$ cat src/hw/rtl/sse_pkg.sv
// Shared constants and types for the sum-of-subsets search block.
`timescale 1ns / 1ps

package sse_pkg;

    localparam int MAX_ITEMS_DEF   = 16;
    localparam int WEIGHT_BITS_DEF = 16;

    localparam int TARGET_W   = 20;
    localparam int COUNT_W    = 5;
    localparam int INDEX_W    = 4;
    localparam int WEIGHT_W   = 16;
    localparam int MASK_W     = 16;
    localparam int CFG_IDX_W  = 1;
    localparam int CFG_DATA_W = 20;

    localparam logic FUNC_LOAD = 1'b0;
    localparam logic FUNC_NEXT = 1'b1;

    localparam logic [CFG_IDX_W-1:0] CFG_TARGET_SUM = 1'b0;
    localparam logic [CFG_IDX_W-1:0] CFG_ITEM_COUNT = 1'b1;

    typedef struct packed {
        logic                valid;
        logic                func;
        logic [INDEX_W-1:0]  index;
        logic [WEIGHT_W-1:0] weight;
    } req_t;

    typedef struct packed {
        logic              valid;
        logic              found;
        logic [MASK_W-1:0] mask;
        logic              exhausted;
    } resp_t;

endpackage

$ cat src/hw/rtl/sse_core.sv
// Search engine: weight store, level stack and the shared step sequencer.
`timescale 1ns / 1ps

module sse_core #(
    parameter int MAX_ITEMS   = sse_pkg::MAX_ITEMS_DEF,
    parameter int WEIGHT_BITS = sse_pkg::WEIGHT_BITS_DEF
) (
    input  logic                         clk,
    input  logic                         rst_n,
    input  logic                         cfg_clear,
    input  logic [sse_pkg::TARGET_W-1:0] target_sum,
    input  logic [$clog2(MAX_ITEMS+1)-1:0] active_count,
    input  sse_pkg::req_t                req,
    output logic                         ready,
    output sse_pkg::resp_t               resp,
    input  logic                         resp_ack
);

    localparam int LVL_W  = $clog2(MAX_ITEMS + 1);
    localparam int AW     = (MAX_ITEMS > 1) ? $clog2(MAX_ITEMS) : 1;
    localparam int BASE_W = (WEIGHT_BITS > sse_pkg::TARGET_W) ? WEIGHT_BITS : sse_pkg::TARGET_W;
    localparam int SUM_W  = BASE_W + LVL_W + 1;
    localparam int WIDE_W = (MAX_ITEMS > sse_pkg::MASK_W) ? MAX_ITEMS : sse_pkg::MASK_W;

    typedef enum logic [2:0] {
        S_IDLE,
        S_TOTAL,
        S_READ,
        S_ADD,
        S_EVAL,
        S_POP,
        S_RESP
    } state_t;

    typedef enum logic [1:0] {
        PH_IDLE,
        PH_RUN,
        PH_DONE
    } phase_t;

    typedef enum logic [1:0] {
        ST_INCL,
        ST_EXCL,
        ST_POP
    } stage_t;

    typedef struct packed {
        stage_t           stage;
        logic [SUM_W-1:0] psum;
        logic [SUM_W-1:0] rsum;
    } lvl_t;

    logic [WEIGHT_BITS-1:0] wmem [MAX_ITEMS];
    lvl_t                   lmem [MAX_ITEMS];

    logic [WEIGHT_BITS-1:0] rd0_reg;
    logic [WEIGHT_BITS-1:0] rd1_reg;
    lvl_t                   lrd_reg;

    logic                   w_we;
    logic [AW-1:0]          w_addr;
    logic [WEIGHT_BITS-1:0] w_data;
    logic [AW-1:0]          r_addr0;
    logic [AW-1:0]          r_addr1;
    logic                   l_we;
    logic [AW-1:0]          l_waddr;
    lvl_t                   l_wdata;
    logic [AW-1:0]          l_raddr;

    state_t                 state_reg, state_next;
    phase_t                 phase_reg, phase_next;
    stage_t                 stage_reg, stage_next;
    logic [LVL_W-1:0]       cur_k_reg, cur_k_next;
    logic [SUM_W-1:0]       cur_s_reg, cur_s_next;
    logic [SUM_W-1:0]       cur_r_reg, cur_r_next;
    logic [MAX_ITEMS-1:0]   mask_reg, mask_next;
    logic [LVL_W-1:0]       cnt_reg, cnt_next;
    logic [SUM_W-1:0]       acc_reg, acc_next;
    logic                   acc_v_reg, acc_v_next;
    logic [SUM_W-1:0]       a_reg, a_next;
    logic [SUM_W-1:0]       rest_reg, rest_next;
    logic [SUM_W-1:0]       b_reg, b_next;
    logic                   has_next_reg, has_next_next;
    logic                   found_reg, found_next;
    logic [sse_pkg::MASK_W-1:0] omask_reg, omask_next;
    logic                   exh_reg, exh_next;

    logic [LVL_W-1:0]       kp1;
    logic [SUM_W-1:0]       m_ext;
    logic [SUM_W-1:0]       w0_ext;
    logic [SUM_W-1:0]       w1_ext;
    logic [MAX_ITEMS-1:0]   bit_k;
    logic [MAX_ITEMS-1:0]   low_mask;
    logic [MAX_ITEMS-1:0]   mask_set;
    logic [WIDE_W-1:0]      wide_mask;

    assign kp1    = cur_k_reg + LVL_W'(1);
    assign m_ext  = SUM_W'(target_sum);
    assign w0_ext = SUM_W'(rd0_reg);
    assign w1_ext = SUM_W'(rd1_reg);
    assign bit_k  = MAX_ITEMS'(1) << cur_k_reg;
    assign mask_set = mask_reg | bit_k;

    always_comb
    begin
        for (int i = 0; i < MAX_ITEMS; i++)
        begin
            low_mask[i] = (32'(cur_k_reg) >= i);
        end
    end

    assign wide_mask = WIDE_W'(mask_set & low_mask);

    assign ready          = (state_reg == S_IDLE);
    assign resp.valid     = (state_reg == S_RESP);
    assign resp.found     = found_reg;
    assign resp.mask      = omask_reg;
    assign resp.exhausted = exh_reg;

    always_comb
    begin
        state_next    = state_reg;
        phase_next    = phase_reg;
        stage_next    = stage_reg;
        cur_k_next    = cur_k_reg;
        cur_s_next    = cur_s_reg;
        cur_r_next    = cur_r_reg;
        mask_next     = mask_reg;
        cnt_next      = cnt_reg;
        acc_next      = acc_reg;
        acc_v_next    = acc_v_reg;
        a_next        = a_reg;
        rest_next     = rest_reg;
        b_next        = b_reg;
        has_next_next = has_next_reg;
        found_next    = found_reg;
        omask_next    = omask_reg;
        exh_next      = exh_reg;

        w_we    = 1'b0;
        w_addr  = AW'(req.index);
        w_data  = WEIGHT_BITS'(req.weight);
        r_addr0 = cur_k_reg[AW-1:0];
        r_addr1 = kp1[AW-1:0];
        l_we    = 1'b0;
        l_waddr = cur_k_reg[AW-1:0];
        l_wdata = '{stage: ST_EXCL, psum: cur_s_reg, rsum: cur_r_reg};
        l_raddr = AW'(cur_k_reg - LVL_W'(1));

        case (state_reg)
            S_IDLE:
            begin
                if (req.valid)
                begin
                    found_next = 1'b0;
                    omask_next = '0;
                    exh_next   = 1'b0;
                    state_next = S_RESP;
                    if (req.func == sse_pkg::FUNC_LOAD)
                    begin
                        w_we       = (32'(req.index) < MAX_ITEMS);
                        phase_next = PH_IDLE;
                    end
                    else
                    begin
                        case (phase_reg)
                            PH_RUN:
                            begin
                                state_next = S_READ;
                            end
                            PH_IDLE:
                            begin
                                if (active_count == '0)
                                begin
                                    phase_next = PH_DONE;
                                    exh_next   = 1'b1;
                                end
                                else
                                begin
                                    cnt_next   = '0;
                                    acc_next   = '0;
                                    acc_v_next = 1'b0;
                                    state_next = S_TOTAL;
                                end
                            end
                            default:
                            begin
                                exh_next = 1'b1;
                            end
                        endcase
                    end
                end
            end

            S_TOTAL:
            begin
                r_addr0 = cnt_reg[AW-1:0];
                if (acc_v_reg)
                begin
                    acc_next = acc_reg + w0_ext;
                end
                if (cnt_reg < active_count)
                begin
                    cnt_next   = cnt_reg + LVL_W'(1);
                    acc_v_next = 1'b1;
                end
                else
                begin
                    acc_v_next = 1'b0;
                    if (!acc_v_reg)
                    begin
                        cur_k_next = '0;
                        cur_s_next = '0;
                        cur_r_next = acc_reg;
                        stage_next = ST_INCL;
                        mask_next  = '0;
                        phase_next = PH_RUN;
                        state_next = S_READ;
                    end
                end
            end

            S_READ:
            begin
                state_next = S_ADD;
            end

            S_ADD:
            begin
                a_next        = cur_s_reg + w0_ext;
                rest_next     = (cur_r_reg >= w0_ext) ? (cur_r_reg - w0_ext) : '0;
                b_next        = cur_s_reg + w1_ext;
                has_next_next = (kp1 < active_count);
                state_next    = S_EVAL;
            end

            S_EVAL:
            begin
                case (stage_reg)
                    ST_INCL:
                    begin
                        stage_next = ST_EXCL;
                        mask_next  = mask_set;
                        if (a_reg == m_ext)
                        begin
                            found_next = 1'b1;
                            omask_next = wide_mask[sse_pkg::MASK_W-1:0];
                            exh_next   = 1'b0;
                            state_next = S_RESP;
                        end
                        else if (has_next_reg && (a_reg + w1_ext <= m_ext))
                        begin
                            l_we       = 1'b1;
                            l_wdata    = '{stage: ST_EXCL, psum: cur_s_reg, rsum: cur_r_reg};
                            cur_k_next = kp1;
                            cur_s_next = a_reg;
                            cur_r_next = rest_reg;
                            stage_next = ST_INCL;
                            state_next = S_READ;
                        end
                    end
                    ST_EXCL:
                    begin
                        stage_next = ST_POP;
                        if (has_next_reg && (cur_s_reg + rest_reg >= m_ext) && (b_reg <= m_ext))
                        begin
                            mask_next  = mask_reg & ~bit_k;
                            l_we       = 1'b1;
                            l_wdata    = '{stage: ST_POP, psum: cur_s_reg, rsum: cur_r_reg};
                            cur_k_next = kp1;
                            cur_r_next = rest_reg;
                            stage_next = ST_INCL;
                            state_next = S_READ;
                        end
                    end
                    default:
                    begin
                        if (cur_k_reg == '0)
                        begin
                            phase_next = PH_DONE;
                            found_next = 1'b0;
                            omask_next = '0;
                            exh_next   = 1'b1;
                            state_next = S_RESP;
                        end
                        else
                        begin
                            state_next = S_POP;
                        end
                    end
                endcase
            end

            S_POP:
            begin
                cur_k_next = cur_k_reg - LVL_W'(1);
                cur_s_next = lrd_reg.psum;
                cur_r_next = lrd_reg.rsum;
                stage_next = lrd_reg.stage;
                state_next = S_READ;
            end

            S_RESP:
            begin
                if (resp_ack)
                begin
                    state_next = S_IDLE;
                end
            end

            default:
            begin
                state_next = S_IDLE;
            end
        endcase

        if (cfg_clear)
        begin
            phase_next = PH_IDLE;
        end
    end

    always_ff @(posedge clk)
    begin
        if (w_we)
        begin
            wmem[w_addr] <= w_data;
        end
        rd0_reg <= wmem[r_addr0];
        rd1_reg <= wmem[r_addr1];
    end

    always_ff @(posedge clk)
    begin
        if (l_we)
        begin
            lmem[l_waddr] <= l_wdata;
        end
        lrd_reg <= lmem[l_raddr];
    end

    always_ff @(posedge clk or negedge rst_n)
    begin
        if (!rst_n)
        begin
            state_reg    <= S_IDLE;
            phase_reg    <= PH_IDLE;
            stage_reg    <= ST_INCL;
            cur_k_reg    <= '0;
            cur_s_reg    <= '0;
            cur_r_reg    <= '0;
            mask_reg     <= '0;
            cnt_reg      <= '0;
            acc_reg      <= '0;
            acc_v_reg    <= 1'b0;
            a_reg        <= '0;
            rest_reg     <= '0;
            b_reg        <= '0;
            has_next_reg <= 1'b0;
            found_reg    <= 1'b0;
            omask_reg    <= '0;
            exh_reg      <= 1'b0;
        end
        else
        begin
            state_reg    <= state_next;
            phase_reg    <= phase_next;
            stage_reg    <= stage_next;
            cur_k_reg    <= cur_k_next;
            cur_s_reg    <= cur_s_next;
            cur_r_reg    <= cur_r_next;
            mask_reg     <= mask_next;
            cnt_reg      <= cnt_next;
            acc_reg      <= acc_next;
            acc_v_reg    <= acc_v_next;
            a_reg        <= a_next;
            rest_reg     <= rest_next;
            b_reg        <= b_next;
            has_next_reg <= has_next_next;
            found_reg    <= found_next;
            omask_reg    <= omask_next;
            exh_reg      <= exh_next;
        end
    end

endmodule

$ cat src/hw/rtl/subset_sum_enumerator_top.sv
// Top level of the sum-of-subsets search block: handshakes, registers, output stage.
// Input channel (in_valid/in_stall) takes one item per transfer: func = load writes
// weight at index and restarts the search; func = next resumes the depth-first walk.
// Each item gives exactly one result on the output channel (out_valid/out_stall):
// found with subset_mask, or exhausted; a load returns all zeros.
// Configuration: cfg_we with cfg_index 0 (target_sum) or 1 (item_count); any write
// restarts the search. Write only while no item is in flight.
// Flow: a load, or a next that finds the search exhausted, goes from the transfer
// to S_RESP and on into the output register once that is free; the input then
// takes the next item. The first next after a restart first sums the active
// weights. Entering a level passes S_READ, S_ADD and S_EVAL up to its include
// decision on the adder and compare path, each later decision at that level
// another S_EVAL, each return to a lower level S_POP, S_READ, S_ADD and S_EVAL;
// the result then goes to S_RESP, so the total depends on weights and target.
// One item is in work at a time; in_stall stays high from the transfer until the
// result moves to the output register, which frees the engine for the next item
// while that result still waits on out_stall.
// Reset clears the registers, the output stage and the search; the weight store
// holds no value until loaded.
`timescale 1ns / 1ps

module subset_sum_enumerator_top #(
    parameter int MAX_ITEMS   = sse_pkg::MAX_ITEMS_DEF,
    parameter int WEIGHT_BITS = sse_pkg::WEIGHT_BITS_DEF
) (
    input  logic                           clk,
    input  logic                           rst_n,
    input  logic                           cfg_we,
    input  logic [sse_pkg::CFG_IDX_W-1:0]  cfg_index,
    input  logic [sse_pkg::CFG_DATA_W-1:0] cfg_data,
    input  logic                           in_valid,
    output logic                           in_stall,
    input  logic                           func,
    input  logic [sse_pkg::INDEX_W-1:0]    index,
    input  logic [sse_pkg::WEIGHT_W-1:0]   weight,
    output logic                           out_valid,
    input  logic                           out_stall,
    output logic                           found,
    output logic [sse_pkg::MASK_W-1:0]     subset_mask,
    output logic                           exhausted
);

    localparam int LVL_W = $clog2(MAX_ITEMS + 1);

    logic [sse_pkg::TARGET_W-1:0] target_sum_reg;
    logic [sse_pkg::COUNT_W-1:0]  item_count_reg;
    logic [LVL_W-1:0]             active_count;

    sse_pkg::req_t  req;
    sse_pkg::resp_t resp;
    logic           core_ready;
    logic           resp_ack;

    logic                       out_valid_reg;
    logic                       found_reg;
    logic [sse_pkg::MASK_W-1:0] mask_reg;
    logic                       exh_reg;

    always_ff @(posedge clk or negedge rst_n)
    begin
        if (!rst_n)
        begin
            target_sum_reg <= '0;
            item_count_reg <= '0;
        end
        else if (cfg_we)
        begin
            case (cfg_index)
                sse_pkg::CFG_TARGET_SUM:
                begin
                    target_sum_reg <= cfg_data[sse_pkg::TARGET_W-1:0];
                end
                sse_pkg::CFG_ITEM_COUNT:
                begin
                    item_count_reg <= cfg_data[sse_pkg::COUNT_W-1:0];
                end
                default:
                begin
                    target_sum_reg <= target_sum_reg;
                end
            endcase
        end
    end

    always_comb
    begin
        if (32'(item_count_reg) > MAX_ITEMS)
        begin
            active_count = LVL_W'(MAX_ITEMS);
        end
        else
        begin
            active_count = LVL_W'(item_count_reg);
        end
    end

    assign in_stall   = !core_ready;
    assign req.valid  = in_valid && core_ready;
    assign req.func   = func;
    assign req.index  = index;
    assign req.weight = weight;

    sse_core #(
        .MAX_ITEMS   (MAX_ITEMS),
        .WEIGHT_BITS (WEIGHT_BITS)
    ) u_core (
        .clk          (clk),
        .rst_n        (rst_n),
        .cfg_clear    (cfg_we),
        .target_sum   (target_sum_reg),
        .active_count (active_count),
        .req          (req),
        .ready        (core_ready),
        .resp         (resp),
        .resp_ack     (resp_ack)
    );

    assign resp_ack = resp.valid && (!out_valid_reg || !out_stall);

    always_ff @(posedge clk or negedge rst_n)
    begin
        if (!rst_n)
        begin
            out_valid_reg <= 1'b0;
            found_reg     <= 1'b0;
            mask_reg      <= '0;
            exh_reg       <= 1'b0;
        end
        else if (resp_ack)
        begin
            out_valid_reg <= 1'b1;
            found_reg     <= resp.found;
            mask_reg      <= resp.mask;
            exh_reg       <= resp.exhausted;
        end
        else if (!out_stall)
        begin
            out_valid_reg <= 1'b0;
        end
    end

    assign out_valid   = out_valid_reg;
    assign found       = found_reg;
    assign subset_mask = mask_reg;
    assign exhausted   = exh_reg;

endmodule

$ cat config.mk
export PLATFORM = sky130hd
export DESIGN_NAME = subset_sum_enumerator_top
export DESIGN_NICKNAME = d
export VERILOG_FILES = /design/src/hw/rtl/sse_pkg.sv /design/src/hw/rtl/sse_core.sv /design/src/hw/rtl/subset_sum_enumerator_top.sv
export SDC_FILE = /design/constraint.sdc
export NUM_CORES = 2
export LEC_CHECK = 0
export CORE_AREA = 2 2 364 366
export DETAILED_ROUTE_END_ITERATION = 8
export DIE_AREA = 0 0 366 368
export DONT_BUFFER_PORTS = 1
export GPL_ROUTABILITY_DRIVEN = 0
export SLEW_MARGIN = 15
export SYNTH_ARGS = -nofsm -noshare
export SYNTH_HDL_FRONTEND = slang
export SYNTH_SLANG_ARGS = --single-unit
$ cat constraint.sdc
create_clock -name clk -period 16.6 [get_ports clk]
set_input_delay 2.49 -clock clk [delete_from_list [all_inputs] [get_ports clk]]
set_output_delay 2.49 -clock clk [all_outputs]
set_load 0.03 [all_outputs]
==> metrics.cfg <==
[run_status]
run_status=complete, no violations

[placement]
dpl.hpwl_um=106000
io_buffers=0
placed_cells_incl_taps=5668

[power_and_ir_drop]
switching_share_pct=35.6
total_leakage_power_nw=25.9
power.share.clock_pct=25.5
net-switching-power_mw=4.69
power-per-cell-area_nw_per_um2=182
power.sequential.fraction_pct=38.9
power.internal_mw=8.47
irDropWorstVdd_mv=0.125
pwr-share-comb_pct=35.6

[floorplanning]
boundaryPins=67
initial_utilization_pct=49.6
die_height_um=368
die_x_um=366
dieArea_um2=135000
core_region_area_um2=131000
rows=133

[clock_network]
cts_num_sinks=1459
worstSkewPairLatency_ns=0.80
cts_hold_buffers=0
cts-buffers-inserted=151
cts.path.max_buffers=3
clock_tree.root_cell=clkbuf_16
h_tree_level_count=4
tritoncts=done
cts.repair_timing.setup_buffer_count=0
ctsResizeCount=0
clkSlewWorstSetupHoldPaths_ns=0.06

[worst_setup_path]
crit_path_required_time_ns=17.01
timing.critical_path.from_type=flop
timing.critical_path.to_type=flop
rr_endpoint=u_core.lmem[15][3]
worst_ep_arrival_time_ns=7.39
rrSetupSlack_ns=9.62
path_max_fanout=29
timing_worst_setup_path_type=reg2reg
r2r_cells=19
r2r_start=u_core.cur_s_reg[0]

[global_route]
antenna_found_initial=4
grt_overflow=0
grt_pass1_vias=36246
grt_pass1_wl_um=247000
grt_use_total_pct=24.9
grt_start_max_net_pins=254

[yosys]
synth.avg_cell_area_um2=16.2
synth_edf_count=1120
async_reset_ff_share_pct=17.3
syn_inst=4008
netlist.area_leader.share_pct=51.8
synth.top_cells.by_count=1120 x edfxtp_1, 414 x mux4_2, 345 x nand2_1
total_nets_after_synthesis=4243
synthDominantAreaCellType=edfxtp_1
post-synth-top-count-cell=edfxtp_1
ys_seq_area_share_pct=64.2
ys_ff_latch=1459
yosysUniqueCellTypes=88
synth_area_um2=64900
synth_area_leaders=edfxtp_1 52%, mux4_2 14%, dfrtp_1 9.8%
dominantRegCellSynth=edfxtp_1
ys_warn_count=0

[job]
cap_violations=0

[sta]
final-max-slew-violation-count=0
unrepaired_setup_endpoints_after_global_routing=no
period_minus_slack_ns=6.98
finalClockSkew_ns=0.0330
max-slew-margin-rel_pct=16.9
finalSetupViolCount=0
totalNegativeSetupSlack_ns=0
timing_hold_violations_final=0
fmaxAchievable_mhz=143
final_cycle_utilization_of_the_critical_path_pct=42.0
max_slew.worst_pin.slew_ns=1.24

[detailed_routing]
remaining_drc_errors=0
drt-pass1-iter-count=7
drt-initial-drc-count=3608
drt_wl_cell_um=28.0
antenna_violating_nets_post_route=0
vias_per_std_cell=6.10
postRouteWirelength_um=166000
num_vias=36323

[layout]
post_route_cells_drive_above_1_share_pct=21.0
stdcell_count=5951
layout.filler_cells=10326
layout-area-overhead-vs-synth_pct=11.4
nNetsFinal=4301
largest_reg_flops=864
multiInputGateArea_um2=22400
layout.area.seq_um2=41700

[hold_path]
hold-path-endpoint=u_core.b_reg[7]
min_path_cells=2
min-delay-start=u_core.b_reg[7]
timing.hold.worst.class=reg2reg

[layout make-up]
class                           count  area share [%]
Antenna cell                        2         0.00692
Clock buffer                      215            5.95
Clock inverter                     66           0.905
Inverter                           90           0.467
Multi-Input combinational cell   2276            31.0
Sequential cell                  1459            57.7
Tap cell                         1755            3.04
Timing Repair Buffer               88           0.914
[worst max-delay path by stage]
stage / start / end / cells after the start / slack (ns)
global route: u_core.cur_s_reg[0] / u_core.lmem[15][5] / 19 / 9.15
finish: u_core.cur_s_reg[0] / u_core.lmem[15][3] / 19 / 9.62
detailed placement: u_core.cur_s_reg[0] / u_core.lmem[15][2] / 19 / 9.66
global placement: u_core.cur_s_reg[0] / u_core.lmem[15][0] / 19 / 9.82
floorplan: u_core.cur_s_reg[0] / u_core.lmem[2][0] / 17 / 5.89
CTS: u_core.cur_s_reg[0] / u_core.lmem[15][5] / 19 / 9.59
[kinds of logic (layout without fill, tap and decap cells)]
group                    count (synthesis)  after routing  synth area share (%)
XOR/XNOR                               147            147                  1.98
adder cells (fa/ha/maj)                188            188                  3.69
AND/OR/NAND/NOR                        785            785                  5.57
flip-flops                            1459           1459                  64.2
AO/OA/AOI/OAI                          603            603                  5.97
multiplexers                           553            553                  16.9
other                                    0              2                     0
buffers and inverters                  273            459                  1.66
[critical path: stages, from the launching register on]
cell and delay [ns]:
dfrtp_1 0.62, ha_1 0.36, fa_1 0.51, a211oi_2 0.37
o211ai_2 0.15, a31o_2 0.29, o22ai_1 0.14, xnor2_1 0.09
ha_1 0.28, nand4_1 0.19, nor4_1 0.51, o22ai_1 0.16
o21a_1 0.14, o211ai_1 0.27, nor4_4 0.09, a2111oi_4 0.35
buf_4 0.27, nor2_2 0.23, nor2b_4 0.91, buf_4 0.63
[power by group through the flow]
| stage | Clock (mW) | Combinational, mW | Sequential (mW) |
|---|---|---|---|
| after floorplan | 0 | 3.46 | 4.86 |
| after global placement | 0 | 4.66 | 5.18 |
| after detailed placement | 0 | 4.68 | 5.19 |
| after CTS | 3.42 | 4.70 | 5.12 |
| after global routing | 3.56 | 5.11 | 5.16 |
| final | 3.36 | 4.69 | 5.12 |
[layout by cell type (no fill, tap or decap), types with 56 or more instances in the layout]
master / n
mux4_2: 414
nand3_1: 61
edfxtp_1: 1120
a21oi_1: 124
nor2_1: 143
buf_4: 88
o21ai_0: 181
mux2i_1: 62
xnor2_1: 80
dfxtp_1: 86
xor2_1: 64
a21o_1: 56
ha_1: 181
dfrtp_1: 251
nand2_1: 344
clkbuf_16: 154
inv_1: 89
[per-stage QoR]
step / instance area, µm² / utilization (%) / worst slack [ns] / hold WS, ns / power, mW
5_1_grt: 72300 / 55.3 / 9.15 / 0.496 / 13.8
3_5_place_dp: 67300 / 51.5 / 9.66 / 0.461 / 9.87
2_1_floorplan: 64900 / - / 5.89 / 0.443 / 8.32
6_report: 72300 / 55.3 / 9.62 / 0.476 / 13.2
3_3_place_gp: 67300 / 51.5 / 9.82 / 0.460 / 9.84
4_1_cts: 72300 / 55.3 / 9.59 / 0.474 / 13.2
[metal layers]
metal	up-vias	GRT usage (%)	share of wire, %
li1	15940	-	-
met1	19059	35.8	44
met2	1094	40.0	48
met3	228	3.52	5.2
met4	2	7.08	2.4
met5	-	0	0.0078
Note: power is estimated with default switching activity, not from simulation.
